==> config.mk <==
export PLATFORM = sky130hd
export DESIGN_NAME = tick_driven_uart_8n1_top
export DESIGN_NICKNAME = d
export VERILOG_FILES = /design/src/tdu_pkg.sv /design/src/tdu_div.sv /design/src/tdu_rx.sv /design/src/tdu_tx.sv /design/src/tick_driven_uart_8n1_top.sv
export SDC_FILE = /design/constraint.sdc
export NUM_CORES = 1
export LEC_CHECK = 0
export BUFFER_PORTS_ARGS = -buffer_cell sky130_fd_sc_hd__buf_2
export CAP_MARGIN = 5
export CORE_ASPECT_RATIO = 2
export CORE_MARGIN = 3
export CORE_UTILIZATION = 68
export DETAILED_ROUTE_END_ITERATION = 7
export GPL_TIMING_DRIVEN = 1
export HOLD_SLACK_MARGIN = 0.08
export PLACE_DENSITY = 0.86
export SKIP_LAST_GASP = 1
export SYNTH_ARGS = -nofsm -noshare
export SYNTH_HDL_FRONTEND = slang
export SYNTH_HIERARCHICAL = 1
export SYNTH_SLANG_ARGS = --single-unit
==> constraint.sdc <==
create_clock -name clock -period 18.6 [get_ports clock]
set_input_delay 0.93 -clock clock [delete_from_list [all_inputs] [get_ports clock]]
set_output_delay 0.93 -clock clock [all_outputs]
set_load 0.05 [all_outputs]
==> src/tdu_pkg.sv <==
// Shared types, widths and constants for the tick driven 8N1 UART.
`timescale 1ns / 1ps

package tdu_pkg;

   localparam int COUNTER_WIDTH_DEFAULT = 32;

   localparam int TICK_WIDTH  = 27;
   localparam int BAUD_WIDTH  = 25;
   localparam int CSR_WIDTH   = 27;
   localparam int CSR_INDEX_WIDTH = 2;
   localparam int K_WIDTH     = 5;
   localparam int DSR_WIDTH   = BAUD_WIDTH + 1;
   localparam int QUOT_WIDTH  = 33;
   localparam int STEP_WIDTH  = $clog2(QUOT_WIDTH);

   localparam logic [CSR_INDEX_WIDTH-1:0] CSR_TICK_RATE = 2'd0;
   localparam logic [CSR_INDEX_WIDTH-1:0] CSR_BAUD_RATE = 2'd1;

   localparam logic [TICK_WIDTH-1:0] TICK_RATE_RESET = 27'd1000000;
   localparam logic [BAUD_WIDTH-1:0] BAUD_RATE_RESET = 25'd9600;

   // majority of three samples, indexed by the history
   localparam logic [7:0] MAJORITY_TABLE = 8'b1110_1000;

   typedef enum logic [3:0] {
      RX_WAIT_IDLE = 4'd0,
      RX_WAIT_EDGE = 4'd1,
      RX_CONFIRM   = 4'd2,
      RX_BIT0      = 4'd3,
      RX_BIT1      = 4'd4,
      RX_BIT2      = 4'd5,
      RX_BIT3      = 4'd6,
      RX_BIT4      = 4'd7,
      RX_BIT5      = 4'd8,
      RX_BIT6      = 4'd9,
      RX_BIT7      = 4'd10,
      RX_DELIVER   = 4'd11
   } rx_phase_type;

   typedef enum logic [3:0] {
      TX_IDLE  = 4'd0,
      TX_START = 4'd1,
      TX_D0    = 4'd2,
      TX_D1    = 4'd3,
      TX_D2    = 4'd4,
      TX_D3    = 4'd5,
      TX_D4    = 4'd6,
      TX_D5    = 4'd7,
      TX_D6    = 4'd8,
      TX_D7    = 4'd9,
      TX_STOP  = 4'd10
   } tx_phase_type;

   typedef enum logic [1:0] {
      SEQ_IDLE,
      SEQ_RX_DIV,
      SEQ_TX_DIV,
      SEQ_APPLY
   } seq_state_type;

   typedef struct packed {
      logic                 start;
      logic [K_WIDTH-1:0]   k;
   } div_ctrl_type;

   typedef struct packed {
      logic                  apply;
      logic [QUOT_WIDTH-1:0] threshold;
   } engine_ctrl_type;

   typedef struct packed {
      logic        valid;
      logic [7:0]  data;
      logic [31:0] total;
   } rx_result_type;

   typedef struct packed {
      logic level;
      logic taken;
   } tx_result_type;

endpackage

==> src/tdu_div.sv <==
// Shared serial threshold unit: (k*tick_rate + baud) / (2*baud), one bit per cycle.
`timescale 1ns / 1ps

module tdu_div
   import tdu_pkg::*;
(
   input  logic                  clock,
   input  logic                  reset,
   input  div_ctrl_type          ctrl,
   input  logic [TICK_WIDTH-1:0] tick_rate,
   input  logic [BAUD_WIDTH-1:0] baud_rate,
   output logic                  done,
   output logic [QUOT_WIDTH-1:0] quotient
);

   logic                  busy_ff, busy_in;
   logic                  done_ff, done_in;
   logic [STEP_WIDTH-1:0] step_ff, step_in;
   logic [QUOT_WIDTH-1:0] nq_ff, nq_in;
   logic [DSR_WIDTH-1:0]  rem_ff, rem_in;
   logic [DSR_WIDTH-1:0]  dsr_ff, dsr_in;

   logic [BAUD_WIDTH-1:0] baud_eff;
   logic [QUOT_WIDTH-1:0] numerator;
   logic [DSR_WIDTH:0]    trial;
   logic [DSR_WIDTH:0]    diff;
   logic                  fits;

   always_comb begin
      // zero baud acts as one
      baud_eff  = (baud_rate == '0) ? BAUD_WIDTH'(1) : baud_rate;
      numerator = QUOT_WIDTH'(ctrl.k) * QUOT_WIDTH'(tick_rate) + QUOT_WIDTH'(baud_eff);
      trial     = {rem_ff, nq_ff[QUOT_WIDTH-1]};
      fits      = trial >= {1'b0, dsr_ff};
      diff      = trial - {1'b0, dsr_ff};
   end

   always_comb begin
      busy_in = busy_ff;
      done_in = 1'b0;
      step_in = step_ff;
      nq_in   = nq_ff;
      rem_in  = rem_ff;
      dsr_in  = dsr_ff;
      if (ctrl.start) begin
         busy_in = 1'b1;
         step_in = '0;
         nq_in   = numerator;
         rem_in  = '0;
         dsr_in  = {baud_eff, 1'b0};
      end else if (busy_ff) begin
         rem_in  = fits ? diff[DSR_WIDTH-1:0] : trial[DSR_WIDTH-1:0];
         nq_in   = {nq_ff[QUOT_WIDTH-2:0], fits};
         step_in = step_ff + STEP_WIDTH'(1);
         if (step_ff == STEP_WIDTH'(QUOT_WIDTH - 1)) begin
            busy_in = 1'b0;
            done_in = 1'b1;
         end
      end
   end

   always_ff @(posedge clock) begin
      if (reset) begin
         busy_ff <= 1'b0;
         done_ff <= 1'b0;
         step_ff <= '0;
      end else begin
         busy_ff <= busy_in;
         done_ff <= done_in;
         step_ff <= step_in;
      end
      nq_ff  <= nq_in;
      rem_ff <= rem_in;
      dsr_ff <= dsr_in;
   end

   assign done     = done_ff;
   assign quotient = nq_ff;

endmodule

==> src/tdu_rx.sv <==
// Receiver: majority filter, start detect and LSB-first sampling.
`timescale 1ns / 1ps

module tdu_rx
   import tdu_pkg::*;
#(
   parameter int COUNTER_WIDTH = COUNTER_WIDTH_DEFAULT
)
(
   input  logic               clock,
   input  logic               reset,
   input  engine_ctrl_type    ctrl,
   input  logic               rx_level,
   output logic [K_WIDTH-1:0] k,
   output rx_result_type      result
);

   logic [2:0]               hist_ff, hist_in;
   rx_phase_type             phase_ff, phase_in;
   logic [COUNTER_WIDTH-1:0] cnt_ff, cnt_in;
   logic [7:0]               shift_ff, shift_in;
   logic [31:0]              total_ff, total_in;

   logic [COUNTER_WIDTH-1:0] cnt_bump;
   logic                     reached;
   logic                     bit_val;
   logic [2:0]               n;
   logic                     valid;
   logic [7:0]               data;

   // half-bit point index for the current phase
   always_comb begin
      unique case (phase_ff)
         RX_CONFIRM: k = K_WIDTH'(1);
         RX_BIT0, RX_BIT1, RX_BIT2, RX_BIT3,
         RX_BIT4, RX_BIT5, RX_BIT6, RX_BIT7:
            k = K_WIDTH'({phase_ff, 1'b0}) - K_WIDTH'(3);
         default: k = '0;
      endcase
   end

   always_comb begin
      hist_in  = {hist_ff[1:0], rx_level};
      bit_val  = MAJORITY_TABLE[hist_in];
      cnt_bump = cnt_ff + COUNTER_WIDTH'(1);
      reached  = QUOT_WIDTH'(cnt_bump) >= ctrl.threshold;
      n        = 3'(phase_ff - RX_BIT0);
      phase_in = phase_ff;
      cnt_in   = cnt_ff;
      shift_in = shift_ff;
      total_in = total_ff;
      valid    = 1'b0;
      data     = 8'd0;
      unique case (phase_ff)
         RX_WAIT_EDGE: begin
            if (!bit_val) begin
               cnt_in   = '0;
               shift_in = 8'd0;
               phase_in = RX_CONFIRM;
            end
         end
         RX_CONFIRM: begin
            cnt_in = cnt_bump;
            if (reached) begin
               phase_in = bit_val ? RX_WAIT_EDGE : RX_BIT0;
            end
         end
         RX_BIT0, RX_BIT1, RX_BIT2, RX_BIT3,
         RX_BIT4, RX_BIT5, RX_BIT6, RX_BIT7: begin
            cnt_in = cnt_bump;
            if (reached) begin
               if (n == 3'd0) begin
                  shift_in = {7'd0, bit_val};
               end else begin
                  shift_in    = shift_ff;
                  shift_in[n] = shift_ff[n] | bit_val;
               end
               phase_in = rx_phase_type'(phase_ff + 4'd1);
            end
         end
         RX_DELIVER: begin
            valid    = 1'b1;
            data     = shift_ff;
            total_in = total_ff + 32'd1;
            phase_in = RX_WAIT_EDGE;
         end
         default: begin
            phase_in = bit_val ? RX_WAIT_EDGE : RX_WAIT_IDLE;
         end
      endcase
   end

   always_ff @(posedge clock) begin
      if (reset) begin
         hist_ff  <= 3'd0;
         phase_ff <= RX_WAIT_IDLE;
         cnt_ff   <= '0;
         shift_ff <= 8'd0;
         total_ff <= 32'd0;
      end else if (ctrl.apply) begin
         hist_ff  <= hist_in;
         phase_ff <= phase_in;
         cnt_ff   <= cnt_in;
         shift_ff <= shift_in;
         total_ff <= total_in;
      end
   end

   assign result.valid = valid;
   assign result.data  = data;
   assign result.total = total_in;

endmodule

==> src/tdu_tx.sv <==
// Transmitter: start, 8 data bits LSB first, stop.
`timescale 1ns / 1ps

module tdu_tx
   import tdu_pkg::*;
#(
   parameter int COUNTER_WIDTH = COUNTER_WIDTH_DEFAULT
)
(
   input  logic               clock,
   input  logic               reset,
   input  engine_ctrl_type    ctrl,
   input  logic               tx_pending,
   input  logic [7:0]         tx_data,
   output logic [K_WIDTH-1:0] k,
   output tx_result_type      result
);

   tx_phase_type             phase_ff, phase_in;
   logic [COUNTER_WIDTH-1:0] cnt_ff, cnt_in;
   logic [7:0]               shift_ff, shift_in;
   logic                     line_ff, line_in;

   logic [COUNTER_WIDTH-1:0] cnt_bump;
   logic                     reached;
   logic                     taken;

   // bit boundary k is twice the phase
   always_comb begin
      unique case (phase_ff)
         TX_START, TX_D0, TX_D1, TX_D2, TX_D3, TX_D4,
         TX_D5, TX_D6, TX_D7, TX_STOP: k = K_WIDTH'({phase_ff, 1'b0});
         default: k = '0;
      endcase
   end

   always_comb begin
      cnt_bump = cnt_ff + COUNTER_WIDTH'(1);
      reached  = QUOT_WIDTH'(cnt_bump) >= ctrl.threshold;
      phase_in = phase_ff;
      cnt_in   = cnt_ff;
      shift_in = shift_ff;
      line_in  = line_ff;
      taken    = 1'b0;
      unique case (phase_ff)
         TX_START, TX_D0, TX_D1, TX_D2, TX_D3, TX_D4, TX_D5, TX_D6: begin
            cnt_in = cnt_bump;
            if (reached) begin
               line_in = shift_ff[0];
               if (phase_ff != TX_D6) begin
                  shift_in = {1'b0, shift_ff[7:1]};
               end
               phase_in = tx_phase_type'(phase_ff + 4'd1);
            end
         end
         TX_D7: begin
            cnt_in = cnt_bump;
            if (reached) begin
               line_in  = 1'b1;
               phase_in = TX_STOP;
            end
         end
         TX_STOP: begin
            cnt_in = cnt_bump;
            if (reached) begin
               phase_in = TX_IDLE;
            end
         end
         default: begin
            phase_in = TX_IDLE;
            if (tx_pending) begin
               shift_in = tx_data;
               line_in  = 1'b0;
               cnt_in   = '0;
               phase_in = TX_START;
               taken    = 1'b1;
            end
         end
      endcase
   end

   always_ff @(posedge clock) begin
      if (reset) begin
         phase_ff <= TX_IDLE;
         cnt_ff   <= '0;
         shift_ff <= 8'd0;
         line_ff  <= 1'b1;
      end else if (ctrl.apply) begin
         phase_ff <= phase_in;
         cnt_ff   <= cnt_in;
         shift_ff <= shift_in;
         line_ff  <= line_in;
      end
   end

   assign result.level = line_in;
   assign result.taken = taken;

endmodule

==> src/tick_driven_uart_8n1_top.sv <==
// Top level of the tick driven 8N1 UART: sequencer, config registers, response register.
`timescale 1ns / 1ps
//
// Each request word is one timer tick: the raw receive pin sample plus the
// next transmit byte when tx_pending is set. Each tick yields exactly one
// response word: the transmit pin level, whether the pending byte was taken,
// a received byte when one completes, and the running received-byte count.
//
// Timing: one shared serial divider runs twice per tick, for the receive and
// then the transmit threshold, each a 33-bit serial quotient. req_stall
// stays high from acceptance until the response word is in its register;
// the next request can be taken in the cycle the response turns valid.
//
// The response sits in an output register. A stalled response holds the
// finished tick in the apply step until rsp_stall drops; the next request
// is taken once the word has moved into the register.
//
// csr_index 0 writes tick_rate, 1 writes baud_rate; other indexes are
// dropped. csr_ready is always high; write only while the block is idle.
// Reset (synchronous) restores tick_rate 1000000, baud_rate 9600, idle
// receive and transmit state, tx line high and a zero byte count.

module tick_driven_uart_8n1_top
   import tdu_pkg::*;
#(
   parameter int COUNTER_WIDTH = COUNTER_WIDTH_DEFAULT
)
(
   input  logic                       clock,
   input  logic                       reset,

   input  logic                       req_valid,
   output logic                       req_stall,
   input  logic                       req_rx_level,
   input  logic                       req_tx_pending,
   input  logic [7:0]                 req_tx_data,

   output logic                       rsp_valid,
   input  logic                       rsp_stall,
   output logic                       rsp_tx_level,
   output logic                       rsp_tx_taken,
   output logic                       rsp_rx_valid,
   output logic [7:0]                 rsp_rx_data,
   output logic [31:0]                rsp_bytes_received,

   input  logic                       csr_valid,
   output logic                       csr_ready,
   input  logic [CSR_INDEX_WIDTH-1:0] csr_index,
   input  logic [CSR_WIDTH-1:0]       csr_data
);

   seq_state_type state_ff, state_in;

   logic [TICK_WIDTH-1:0] tick_rate_ff;
   logic [BAUD_WIDTH-1:0] baud_rate_ff;

   // latched tick word
   logic       rx_level_ff;
   logic       tx_pending_ff;
   logic [7:0] tx_data_ff;

   logic [QUOT_WIDTH-1:0] rx_thr_ff;

   logic        rsp_valid_ff, rsp_valid_in;
   logic        rsp_tx_level_ff;
   logic        rsp_tx_taken_ff;
   logic        rsp_rx_valid_ff;
   logic [7:0]  rsp_rx_data_ff;
   logic [31:0] rsp_bytes_ff;

   logic                  req_accept;
   logic                  out_free;
   logic                  div_done;
   logic [QUOT_WIDTH-1:0] div_quot;
   logic [K_WIDTH-1:0]    rx_k;
   logic [K_WIDTH-1:0]    tx_k;
   div_ctrl_type          div_ctrl;
   engine_ctrl_type       rx_ctrl;
   engine_ctrl_type       tx_ctrl;
   rx_result_type         rx_res;
   tx_result_type         tx_res;

   assign req_accept = req_valid && !req_stall;
   assign out_free   = !rsp_valid_ff || !rsp_stall;
   assign csr_ready  = 1'b1;

   // sequencer next state
   always_comb begin
      state_in = state_ff;
      unique case (state_ff)
         SEQ_IDLE:   if (req_valid) state_in = SEQ_RX_DIV;
         SEQ_RX_DIV: if (div_done) state_in = SEQ_TX_DIV;
         SEQ_TX_DIV: if (div_done) state_in = SEQ_APPLY;
         SEQ_APPLY:  if (out_free) state_in = SEQ_IDLE;
         default:    state_in = SEQ_IDLE;
      endcase
   end

   // sequencer outputs
   always_comb begin
      req_stall         = 1'b1;
      div_ctrl.start    = 1'b0;
      div_ctrl.k        = tx_k;
      rx_ctrl.apply     = 1'b0;
      tx_ctrl.apply     = 1'b0;
      rx_ctrl.threshold = rx_thr_ff;
      tx_ctrl.threshold = div_quot;
      unique case (state_ff)
         SEQ_IDLE: begin
            req_stall      = 1'b0;
            div_ctrl.start = req_valid;
            div_ctrl.k     = rx_k;
         end
         SEQ_RX_DIV: begin
            // receive threshold done, start the transmit one
            div_ctrl.start = div_done;
         end
         SEQ_TX_DIV: begin
         end
         SEQ_APPLY: begin
            rx_ctrl.apply = out_free;
            tx_ctrl.apply = out_free;
         end
         default: begin
         end
      endcase
   end

   assign rsp_valid_in = rx_ctrl.apply || (rsp_valid_ff && rsp_stall);

   always_ff @(posedge clock) begin
      if (reset) begin
         state_ff     <= SEQ_IDLE;
         tick_rate_ff <= TICK_RATE_RESET;
         baud_rate_ff <= BAUD_RATE_RESET;
         rsp_valid_ff <= 1'b0;
      end else begin
         state_ff     <= state_in;
         rsp_valid_ff <= rsp_valid_in;
         if (csr_valid && csr_ready) begin
            if (csr_index == CSR_TICK_RATE) begin
               tick_rate_ff <= csr_data[TICK_WIDTH-1:0];
            end else if (csr_index == CSR_BAUD_RATE) begin
               baud_rate_ff <= csr_data[BAUD_WIDTH-1:0];
            end
         end
      end
   end

   // payload registers
   always_ff @(posedge clock) begin
      if (req_accept) begin
         rx_level_ff   <= req_rx_level;
         tx_pending_ff <= req_tx_pending;
         tx_data_ff    <= req_tx_data;
      end
      if (state_ff == SEQ_RX_DIV && div_done) begin
         rx_thr_ff <= div_quot;
      end
      if (rx_ctrl.apply) begin
         rsp_tx_level_ff <= tx_res.level;
         rsp_tx_taken_ff <= tx_res.taken;
         rsp_rx_valid_ff <= rx_res.valid;
         rsp_rx_data_ff  <= rx_res.data;
         rsp_bytes_ff    <= rx_res.total;
      end
   end

   tdu_div u_div (
      .clock     (clock),
      .reset     (reset),
      .ctrl      (div_ctrl),
      .tick_rate (tick_rate_ff),
      .baud_rate (baud_rate_ff),
      .done      (div_done),
      .quotient  (div_quot)
   );

   tdu_rx #(
      .COUNTER_WIDTH (COUNTER_WIDTH)
   ) u_rx (
      .clock    (clock),
      .reset    (reset),
      .ctrl     (rx_ctrl),
      .rx_level (rx_level_ff),
      .k        (rx_k),
      .result   (rx_res)
   );

   tdu_tx #(
      .COUNTER_WIDTH (COUNTER_WIDTH)
   ) u_tx (
      .clock      (clock),
      .reset      (reset),
      .ctrl       (tx_ctrl),
      .tx_pending (tx_pending_ff),
      .tx_data    (tx_data_ff),
      .k          (tx_k),
      .result     (tx_res)
   );

   assign rsp_valid          = rsp_valid_ff;
   assign rsp_tx_level       = rsp_tx_level_ff;
   assign rsp_tx_taken       = rsp_tx_taken_ff;
   assign rsp_rx_valid       = rsp_rx_valid_ff;
   assign rsp_rx_data        = rsp_rx_data_ff;
   assign rsp_bytes_received = rsp_bytes_ff;

endmodule

==> results of run 1 <==
-- per-layer routing --
layer	vias to the layer above	track usage (%)
li1	9129	-
met3	306	3.85
met2	797	60.2
met5	-	0
met4	0	26.7
met1	9406	29.8
-- cell usage in the layout (no fill, tap or decap), drive strengths merged, types with 9 or more instances in the layout --
| cell | synthesis | final |
|---|---|---|
| nor2b | 15 | 15 |
| a22o | 14 | 14 |
| nor3 | 25 | 25 |
| o21bai | 9 | 9 |
| mux2 | 27 | 27 |
| a21o | 38 | 38 |
| or3 | 19 | 19 |
| nand2b | 16 | 16 |
| buf | 44 | 100 |
| and4 | 17 | 17 |
| dfxtp | 212 | 212 |
| nand3b | 18 | 18 |
| nand3 | 74 | 74 |
| a21oi | 172 | 172 |
| ha | 155 | 155 |
| mux2i | 18 | 18 |
| a211oi | 22 | 22 |
| a22oi | 25 | 25 |
| a31oi | 14 | 14 |
| xor2 | 82 | 82 |
| o21ai | 106 | 106 |
| and2 | 121 | 121 |
| and3 | 31 | 31 |
| nor4 | 14 | 14 |
| nand2 | 301 | 301 |
| edfxtp | 144 | 144 |
| inv | 264 | 266 |
| o31ai | 11 | 11 |
| xnor2 | 73 | 73 |
| a211o | 14 | 14 |
| clkbuf | 96 | 45 |
| fa | 101 | 101 |
| nand4 | 41 | 41 |
| o211ai | 18 | 18 |
| a311oi | 13 | 13 |
| nor2 | 185 | 185 |
-- cell families (layout without fill, tap and decap cells) --
group                    after synthesis  in the layout  share of synthesized area (%)
other                                  2              3                         0.0310
adder cells (fa/ha/maj)              257            257                           16.4
XOR/XNOR                             155            155                           5.70
multiplexers                          46             46                           2.09
buffers and inverters                404            424                           6.87
AND/OR/NAND/NOR                      911            911                           19.2
AO/OA/AOI/OAI                        529            529                           14.3
flip-flops                           356            356                           35.4
-- synthesized netlist by cell type, drive strengths merged (15+ instances only) --
library cell    n
xor2           82
nand4          41
a21o           38
inv           264
xnor2          73
o211ai         18
nand2         301
nand3          74
nand3b         18
edfxtp        144
and4           17
buf            44
and3           31
or3            19
a22oi          25
clkbuf         96
o21ai         106
dfxtp         212
nor2b          15
fa            101
mux2i          18
and2          121
nor3           25
nor2          185
nand2b         16
a21oi         172
ha            155
mux2           27
a211oi         22
-- area by class of cell --
type / instances / area [um^2]
multi-input combinational: 1900 / 14000
antenna: 1 / 2.50
timing repair buffer: 100 / 533
fill: 2568 / 9250
clock inverter: 15 / 194
sequential: 356 / 8570
clock buffer: 45 / 986
inverter: 264 / 991
tap: 445 / 557
-- sequential cells by signal, indices dropped and copies added (netlist names), 25 cells and up --
register	flops
rx_thr_ff	33
u_div/quotient	33
rsp_bytes_received	32
u_rx/cnt_ff	32
u_rx/total_ff	32
u_tx/cnt_ff	32
tick_rate_ff	27
u_div/rem_ff	26
baud_rate_ff	25
u_div/dsr_ff	25
-- worst register-to-register path, delay by kind of cell, from the launching register on --
family,cells,cell delay (ps)
flip-flops,1,590
AO/OA/AOI/OAI,9,2890
AND/OR/NAND/NOR,4,1160
adder cells (fa/ha/maj),5,2250
multiplexers,1,500
buffers and inverters,3,420
-- metrics by stage --
step / power [W] / hold slack [ps] / utilization, % / setup WS, ps / area, um^2
3_3_place_gp: 0.00185 / 456 / 70.2 / 11030 / 24600
5_1_grt: 0.00276 / 502 / 73.6 / 10050 / 25800
6_report: 0.00262 / 477 / 73.6 / 10530 / 25800
2_1_floorplan: 0.00167 / 442 / - / 11950 / 24200
3_5_place_dp: 0.00188 / 464 / 70.2 / 10810 / 24600
4_1_cts: 0.00262 / 476 / 73.6 / 10750 / 25800
-- path summary, 6_finish.rpt --
check                                     endpoint
worst max-delay path            u_div/quotient[29]
worst min-delay path              u_tx/shift_ff[6]
worst max register to register  u_div/quotient[29]
worst min register to register    u_tx/shift_ff[6]
-- power breakdown --
group	leakage, nW	internal [W]	switching, W
clock	0.576	0.000432	0.000305
sequential	3.14	0.000961	0.000106
combinational	7.64	0.000309	0.000508
total	11.3	0.00170	0.000919
==> flow_summary.json, run 1 <==
{
  "io_pins": 90,
  "die_area_um2": 38000,
  "slew_viol_final": 0,
  "wl_per_cell_um": 19.7,
  "synth_edf_count": 144,
  "relSlewSlack_pct": 24.2,
  "crit_path_cell_trace": "inv_1, ha_1, or3_1, a21oi_1, a2bb2oi_2, nor2_1, mux2_2, and2_1, fa_1, fa_1, inv_1, fa_1, inv_1, ha_1, a2111oi_0, o21ai_0, o311ai_0, o21ai_0, o211ai_1, a21oi_1, or3_1, a31o_2",
  "grt_usage_pct": 31.9,
  "period_share_pct": 43.4,
  "rows": 97,
  "drive_gt1_share_pct": 8.66,
  "finalWirelength_um": 61700,
  "top_layer_used": "met4",
  "die_x_um": 139,
  "antenna_found_initial": 1,
  "wl_met3_um": 2550,
  "layout.cells.non_filler": 3126,
  "cp_data_arrival_time_ps": 8360,
  "status": "finished clean",
  "drc": 0,
  "fin_nets": 2956,
  "cp.required_ps": 18890,
  "gp_congestion": 0.905,
  "power.density_nw_per_um2": 102,
  "grt_pass1_vias": 20100,
  "dr_wl_met2_um": 32900,
  "viasPerCell": 6.28,
  "fp.dieH_um": 273,
  "maxCapViolCount": 0,
  "r2r-start": "u_rx/phase_ff[0]",
  "drtAntennaViolNets": 0,
  "cts-root-buf": "clkbuf_16",
  "synth_nets": 2960,
  "worst_clock_skew_ps": 17.0,
  "worst_slew_pin_slew_ps": 1140,
  "synth_top_cell_by_area": "edfxtp_1",
  "crit_path_top_delay_cell": "a2bb2oi_2",
  "max_stage_delay_ps": 630,
  "end_kind": "register",
  "hpwl_um": 46800,
  "tns_ps": 0,
  "ctsHoldBuffers": 0,
  "cts_made_buffers": 34,
  "hold_class": "register to register",
  "hold-path-cell-count": 2,
  "post-cts-setup-buffer-count": 0,
  "cp.depth": 22,
  "seq_area_frac_synth_pct": 35.4,
  "cts_resized": 0,
  "overflow": 0,
  "drt_first_pass_iters": 6,
  "vias": 19600,
  "cts_max_path_buffers": 3,
  "syn-cell-area_um2": 24200,
  "cts_sinks": 356,
  "cts_tree": "yes",
  "clock_latency_ps": 540,
  "grt_pass1_wl_um": 98600,
  "drt-initial-drc-count": 1219,
  "crit_fanout": 27,
  "flow.area_growth_from_synthesis_pct": 6.69,
  "rsz0062_at_grt": "false",
  "synthArstFlopShare_pct": 0,
  "setup_viol": 0,
  "vdd_drop_max_mv": 0.123,
  "port_buffers": 88,
  "grt_max_degree": 91,
  "crit_family": "compound AO/OA/AOI/OAI gates",
  "htree_levels": 2,
  "cellLeakagePower_nw": 11.4,
  "synthFlopType": "dfxtp_1",
  "met1Wirelength_um": 20100,
  "setup.worst_path.start": "u_rx/phase_ff[0]",
  "syn_inst": 2660,
  "ff2ff_path_depth": 22,
  "start_kind": "register",
  "min_period_ps": 8070,
  "path_buf_inv": 3,
  "cts.clk_slew.worst_paths_ps": 70,
  "core_area_um2": 35100,
  "synth_cell_types": 101,
  "hold_viol": 0,
  "worstSetupPathType": "register to register",
  "hold_start": "u_tx/shift_ff[6]",
  "initial_core_util_pct": 69.0,
  "synth_area_per_cell_um2": 9.10,
  "synth_area_leaders": "edfxtp_1 18%, dfxtp_1 18%, fa_1 8.4%, ha_1 8.0%, nand2_1 4.5%",
  "fmax_mhz": 124,
  "yosysWarnings": 6,
  "rrSetupSlack_ps": 10530,
  "synth_seq_cells": 356,
  "dp_cells": 3065,
  "synth_top_area_share_pct": 17.9
}
Note: power is estimated with default switching activity, not from simulation.
==> run 2: changes to the inputs <==
Settings changed: CORE_UTILIZATION 68 to 64, PLACE_DENSITY 0.86 to 0.82.
Clock period 18.6 ns to 7.7 ns, I/O delays scaled along.
==> run 2 against run 1 <==
Clock skew is 7.6 ps higher. Final area up 1.4%. Sequential power increased by 140%. Worst setup slack worse by 10000 ps. Sequential share of layout area decreased by 0.44 points. Hold slack got worse by 380 ps. Non-clock buffer count is 29 higher.
==> flow_summary.json, run 2 (same netlist as run 1, synthesis figures left out) <==
{
  "grt_usage_pct": 30.1,
  "clock_latency_ps": 560,
  "cts_sinks": 356,
  "overflow": 0,
  "drt_first_pass_iters": 7,
  "end_kind": "register",
  "post-cts-setup-buffer-count": 0,
  "cp.required_ps": 8010,
  "io_pins": 90,
  "start_kind": "register",
  "htree_levels": 2,
  "finalInstanceArea_um2": 26200,
  "core_area_um2": 37300,
  "hold_start": "csr_data[5]",
  "dpl_cell_area_um2": 24700,
  "drtAntennaViolNets": 0,
  "tns_ps": 0,
  "port_buffers": 88,
  "ff2ff_path_depth": 22,
  "die_area_um2": 40300,
  "relSlewSlack_pct": 19.8,
  "wl_per_cell_um": 19.3,
  "grt_pass1_vias": 19700,
  "cp_data_arrival_time_ps": 7650,
  "cellLeakagePower_nw": 11.5,
  "crit_fanout": 27,
  "hold_slack_ps": 94.8,
  "flow.area_growth_from_synthesis_pct": 8.15,
  "antenna_found_initial": 1,
  "rsz0062_at_grt": "false",
  "hold_class": "input pin to register",
  "drt-initial-drc-count": 1043,
  "die_x_um": 144,
  "min_to": "baud_rate_ff[5]",
  "final_common_cell": "nand2_1",
  "period_share_pct": 95.3,
  "hold_viol": 0,
  "finalWirelength_um": 61400,
  "preCtsSetupSlack_ps": 329,
  "drive_gt1_share_pct": 8.96,
  "worst_slew_pin_slew_ps": 1200,
  "gp_congestion": 0.950,
  "hpwl_um": 46600,
  "vias": 19400,
  "min_period_ps": 7340,
  "drc": 0,
  "cts_tree": "yes",
  "rows": 100,
  "cts-root-buf": "clkbuf_16",
  "timing.rr.end": "u_div/quotient[25]",
  "rrSetupSlack_ps": 360,
  "fp.dieH_um": 281,
  "power.density_nw_per_um2": 244,
  "fin_nets": 2986,
  "vdd_drop_max_mv": 0.240,
  "fmax_mhz": 136,
  "worst_clock_skew_ps": 24.6,
  "maxCapViolCount": 0,
  "grt_max_degree": 88,
  "hold-path-cell-count": 3,
  "setup_ws_ps": 364,
  "setup_viol": 0,
  "worstSetupPathType": "register to register",
  "cts_max_path_buffers": 3,
  "cts.clk_slew.worst_paths_ps": 70,
  "viasPerCell": 6.11,
  "initial_core_util_pct": 64.9,
  "n_fill_cell": 2937,
  "cts_made_buffers": 35,
  "r2r-start": "u_rx/phase_ff[0]",
  "layout_common_cells": "291 x nand2_1, 264 x inv_1, 211 x dfxtp_1, 185 x nor2_1, 172 x a21oi_1",
  "grt_pass1_wl_um": 97400,
  "slew_viol_final": 0,
  "status": "finished clean"
}
## run 2: metrics by stage
step	power, W	utilization [%]	instances
after detailed placement	0.00458	66.2	3082
final	0.00640	70.2	3173
after global routing	0.00673	70.2	3172
after global placement	0.00450	66.2	3082
after CTS	0.00641	70.2	3172
after floorplan	0.00402	-	2660
## run 2: critical path, stage by stage (launching register included)
cell and delay (ps):
dfxtp_2 480, inv_1 260, ha_1 310, or3_1 420, a21oi_1 230, a2bb2oi_2 260
nor2_1 80, mux2_2 460, and2_1 240, fa_1 520, fa_1 550, inv_1 50
fa_1 520, inv_1 50, ha_1 370, a21oi_1 350, a211oi_1 140, a211o_1 330
or3b_1 370, o21ai_0 300, o21ai_0 230, a311o_1 420, o311ai_0 150
## run 2: worst max path at each step
stage	to	slack (ps)	start
2_1_floorplan	u_div/quotient[29]	1050	u_rx/phase_ff[0]
3_3_place_gp	u_div/quotient[29]	500	u_rx/phase_ff[0]
3_5_place_dp	u_div/quotient[25]	330	u_rx/phase_ff[0]
4_1_cts	u_div/quotient[29]	260	u_rx/phase_ff[0]
5_1_grt	u_div/quotient[25]	7	u_rx/phase_ff[0]
6_report	u_div/quotient[25]	360	u_rx/phase_ff[0]
## run 2: final cells by class
cell class	count	area [um^2]	share of cell area, %
timing repair buffer	129	816	3.12
sequential	356	8570	32.7
multi-input combinational	1900	14000	53.5
inverter	264	991	3.79
antenna	1	2.50	0.00956
clock buffer	48	1020	3.89
clock inverter	16	205	0.784
tap	459	574	2.19
## run 2: metal layers
metal | GRT usage [%] | wire, um | part of all wire (%) | vias to the layer above
met5 | 0 | 0 | 0 | -
met3 | 3.83 | 2290 | 3.7 | 269
met1 | 28.6 | 20700 | 34 | 9287
li1 | - | - | - | 9209
met2 | 55.9 | 32500 | 53 | 635
met4 | 24.6 | 5970 | 9.7 | 0
## run 2: what timing repair did
action / in CTS / in global routing
hold buffers: 26 / 0
resized for setup: 0 / 3
hold endpoints to repair: 30 / 0
endpoints found under the setup margin: 0 / 10
## run 2: report_power, final
part	total, W	internal (W)	switching, W
registers	0.00259	0.00232	0.000271
logic	0.00199	0.000758	0.00123
clock network	0.00181	0.00104	0.000768
total	0.00640	0.00412	0.00227
==> run 3: changes to the inputs <==
Settings changed: CORE_UTILIZATION 64 to 68, PLACE_DENSITY 0.82 to 0.86.
Clock period 7.7 ns to 8.5 ns, I/O delays scaled along.
==> run 3 against run 2 <==
Sequential share of layout area rose by 0.43 points. Hold slack gained 11 ps. Wire length increased by 0.10%. Register-to-register slack better by 280 ps. Clock skew down 12 ps. Critical path depth stayed put. Clock-buffer cell count down 4.
==> flow_summary.json, run 3 (same netlist as run 1, synthesis figures left out) <==
{
  "antenna_found_initial": 5,
  "drive_gt1_share_pct": 8.66,
  "cts_made_buffers": 34,
  "cts_sinks": 356,
  "setup_viol": 0,
  "hold_viol": 0,
  "maxCapViolCount": 0,
  "r2r-start": "u_rx/phase_ff[0]",
  "status": "finished clean",
  "grt_usage_pct": 31.6,
  "multi_input_area_um2": 14000,
  "die_x_um": 139,
  "vias": 19400,
  "hold_class": "input pin to register",
  "start_kind": "register",
  "wl_per_cell_um": 19.6,
  "relSlewSlack_pct": 23.3,
  "hold_start": "req_rx_level",
  "overflow": 0,
  "grt_pass1_wl_um": 97600,
  "min_period_ps": 7860,
  "fp.dieH_um": 273,
  "rsz0062_at_grt": "false",
  "hold_slack_ps": 106,
  "hold-path-cell-count": 1,
  "power.total_w": 0.00564,
  "cp_data_arrival_time_ps": 8190,
  "regArea_um2": 8570,
  "cts-root-buf": "clkbuf_16",
  "crit_fanout": 27,
  "min_to": "rx_level_ff",
  "cts_max_path_buffers": 3,
  "core_area_um2": 35100,
  "worst_slew_pin_slew_ps": 1150,
  "vdd_drop_max_mv": 0.281,
  "ff2ff_path_depth": 22,
  "fin_nets": 2967,
  "htree_levels": 2,
  "port_buffers": 88,
  "power.density_nw_per_um2": 218,
  "cts.clk_slew.worst_paths_ps": 70,
  "viasPerCell": 6.19,
  "cts_resized": 0,
  "flow.area_growth_from_synthesis_pct": 6.75,
  "end_kind": "register",
  "finalWirelength_um": 61400,
  "cts_tree": "yes",
  "preCtsSetupSlack_ps": 745,
  "cellLeakagePower_nw": 11.4,
  "tns_ps": 0,
  "initial_core_util_pct": 69.0,
  "drtAntennaViolNets": 0,
  "worstSetupPathType": "register to register",
  "slew_viol_final": 0,
  "grt_max_degree": 83,
  "clock_latency_ps": 540,
  "rrSetupSlack_ps": 640,
  "fmax_mhz": 127,
  "layout_common_cells": "291 x nand2_1, 264 x inv_1, 212 x dfxtp_1, 185 x nor2_1, 172 x a21oi_1",
  "final_common_cell": "nand2_1",
  "drc": 0,
  "die_area_um2": 38000,
  "setup_ws_ps": 644,
  "fin_util_pct": 73.7,
  "cp.required_ps": 8830,
  "rows": 97,
  "drt_first_pass_iters": 5,
  "drt-initial-drc-count": 1183,
  "period_share_pct": 92.4,
  "gp_congestion": 0.893,
  "hpwl_um": 46700,
  "worst_clock_skew_ps": 12.6,
  "timing.rr.end": "u_div/quotient[25]",
  "n_fill_cell": 2611,
  "grt_pass1_vias": 19800,
  "io_pins": 90
}
## run 3: cell types whose count changed in the layout (fill, tap and decap cells not counted), sizes merged, moves of 2 or more
cell and delta:
clkbuf -4, bufinv -2, clkinv +3, dlygate4sd3 -17
## run 3: per-layer routing
| metal | vias to the layer above | global-route usage [%] | routed length (um) |
|---|---|---|---|
| li1 | 9167 | - | - |
| met1 | 9307 | 29.9 | 20000 |
| met2 | 690 | 59.6 | 32900 |
| met3 | 259 | 3.92 | 2680 |
| met4 | 2 | 25.9 | 5870 |
| met5 | - | 0 | 15 |
## run 3: per-stage QoR
| stage | instances | instance area [um^2] |
|---|---|---|
| after floorplan | 2660 | 24200 |
| after global placement | 3067 | 24700 |
| after CTS | 3137 | 25800 |
| after global routing | 3139 | 25800 |
| final | 3139 | 25800 |
| after detailed placement | 3067 | 24700 |
## run 3: worst max path at each step
stage                startpoint                  to  slack, ps  depth (start not counted)
6_report       u_rx/phase_ff[0]  u_div/quotient[25]        640                         22
3_3_place_gp   u_rx/phase_ff[0]  u_div/quotient[29]        940                         22
5_1_grt        u_rx/phase_ff[0]  u_div/quotient[30]        240                         22
2_1_floorplan  u_rx/phase_ff[0]  u_div/quotient[29]       1850                         26
4_1_cts        u_rx/phase_ff[0]  u_div/quotient[29]        740                         22
3_5_place_dp   u_rx/phase_ff[0]  u_div/quotient[29]        740                         22
## run 3: timing repair
| action | CTS | global route |
|---|---|---|
| buffers inserted | 0 | 0 |
| hold endpoints to repair | 9 | 0 |
| hold buffers | 9 | 0 |
## run 3: where the power goes
part           internal (W)  switching (W)  total (W)
logic              0.000680        0.00112    0.00180
clock network      0.000831       0.000677    0.00151
registers           0.00210       0.000231    0.00233
## run 3: critical path, stage by stage (launching register included)
cell       delay [ps]
dfxtp_1           590
inv_1             320
ha_1              310
or3_1             420
a21oi_1           240
a2bb2oi_2         600
nor2_1            110
mux2_2            480
and2_1            240
fa_1              520
fa_1              560
inv_1              60
fa_1              530
inv_1              40
ha_1              370
a21oi_1           330
a211oi_1          140
a211o_1           340
or3b_1            390
o21ai_0           310
o21ai_0           220
a311o_1           400
o311ai_0          100
## run 3: final cells by class
type	count	area share [%]
Multi-Input combinational cell	1900	54.2
Sequential cell	356	33.2
Inverter	264	3.84
Clock buffer	44	3.68
Timing Repair Buffer	111	2.47
Tap cell	445	2.16
Clock inverter	17	0.523
Antenna cell	2	0.0194
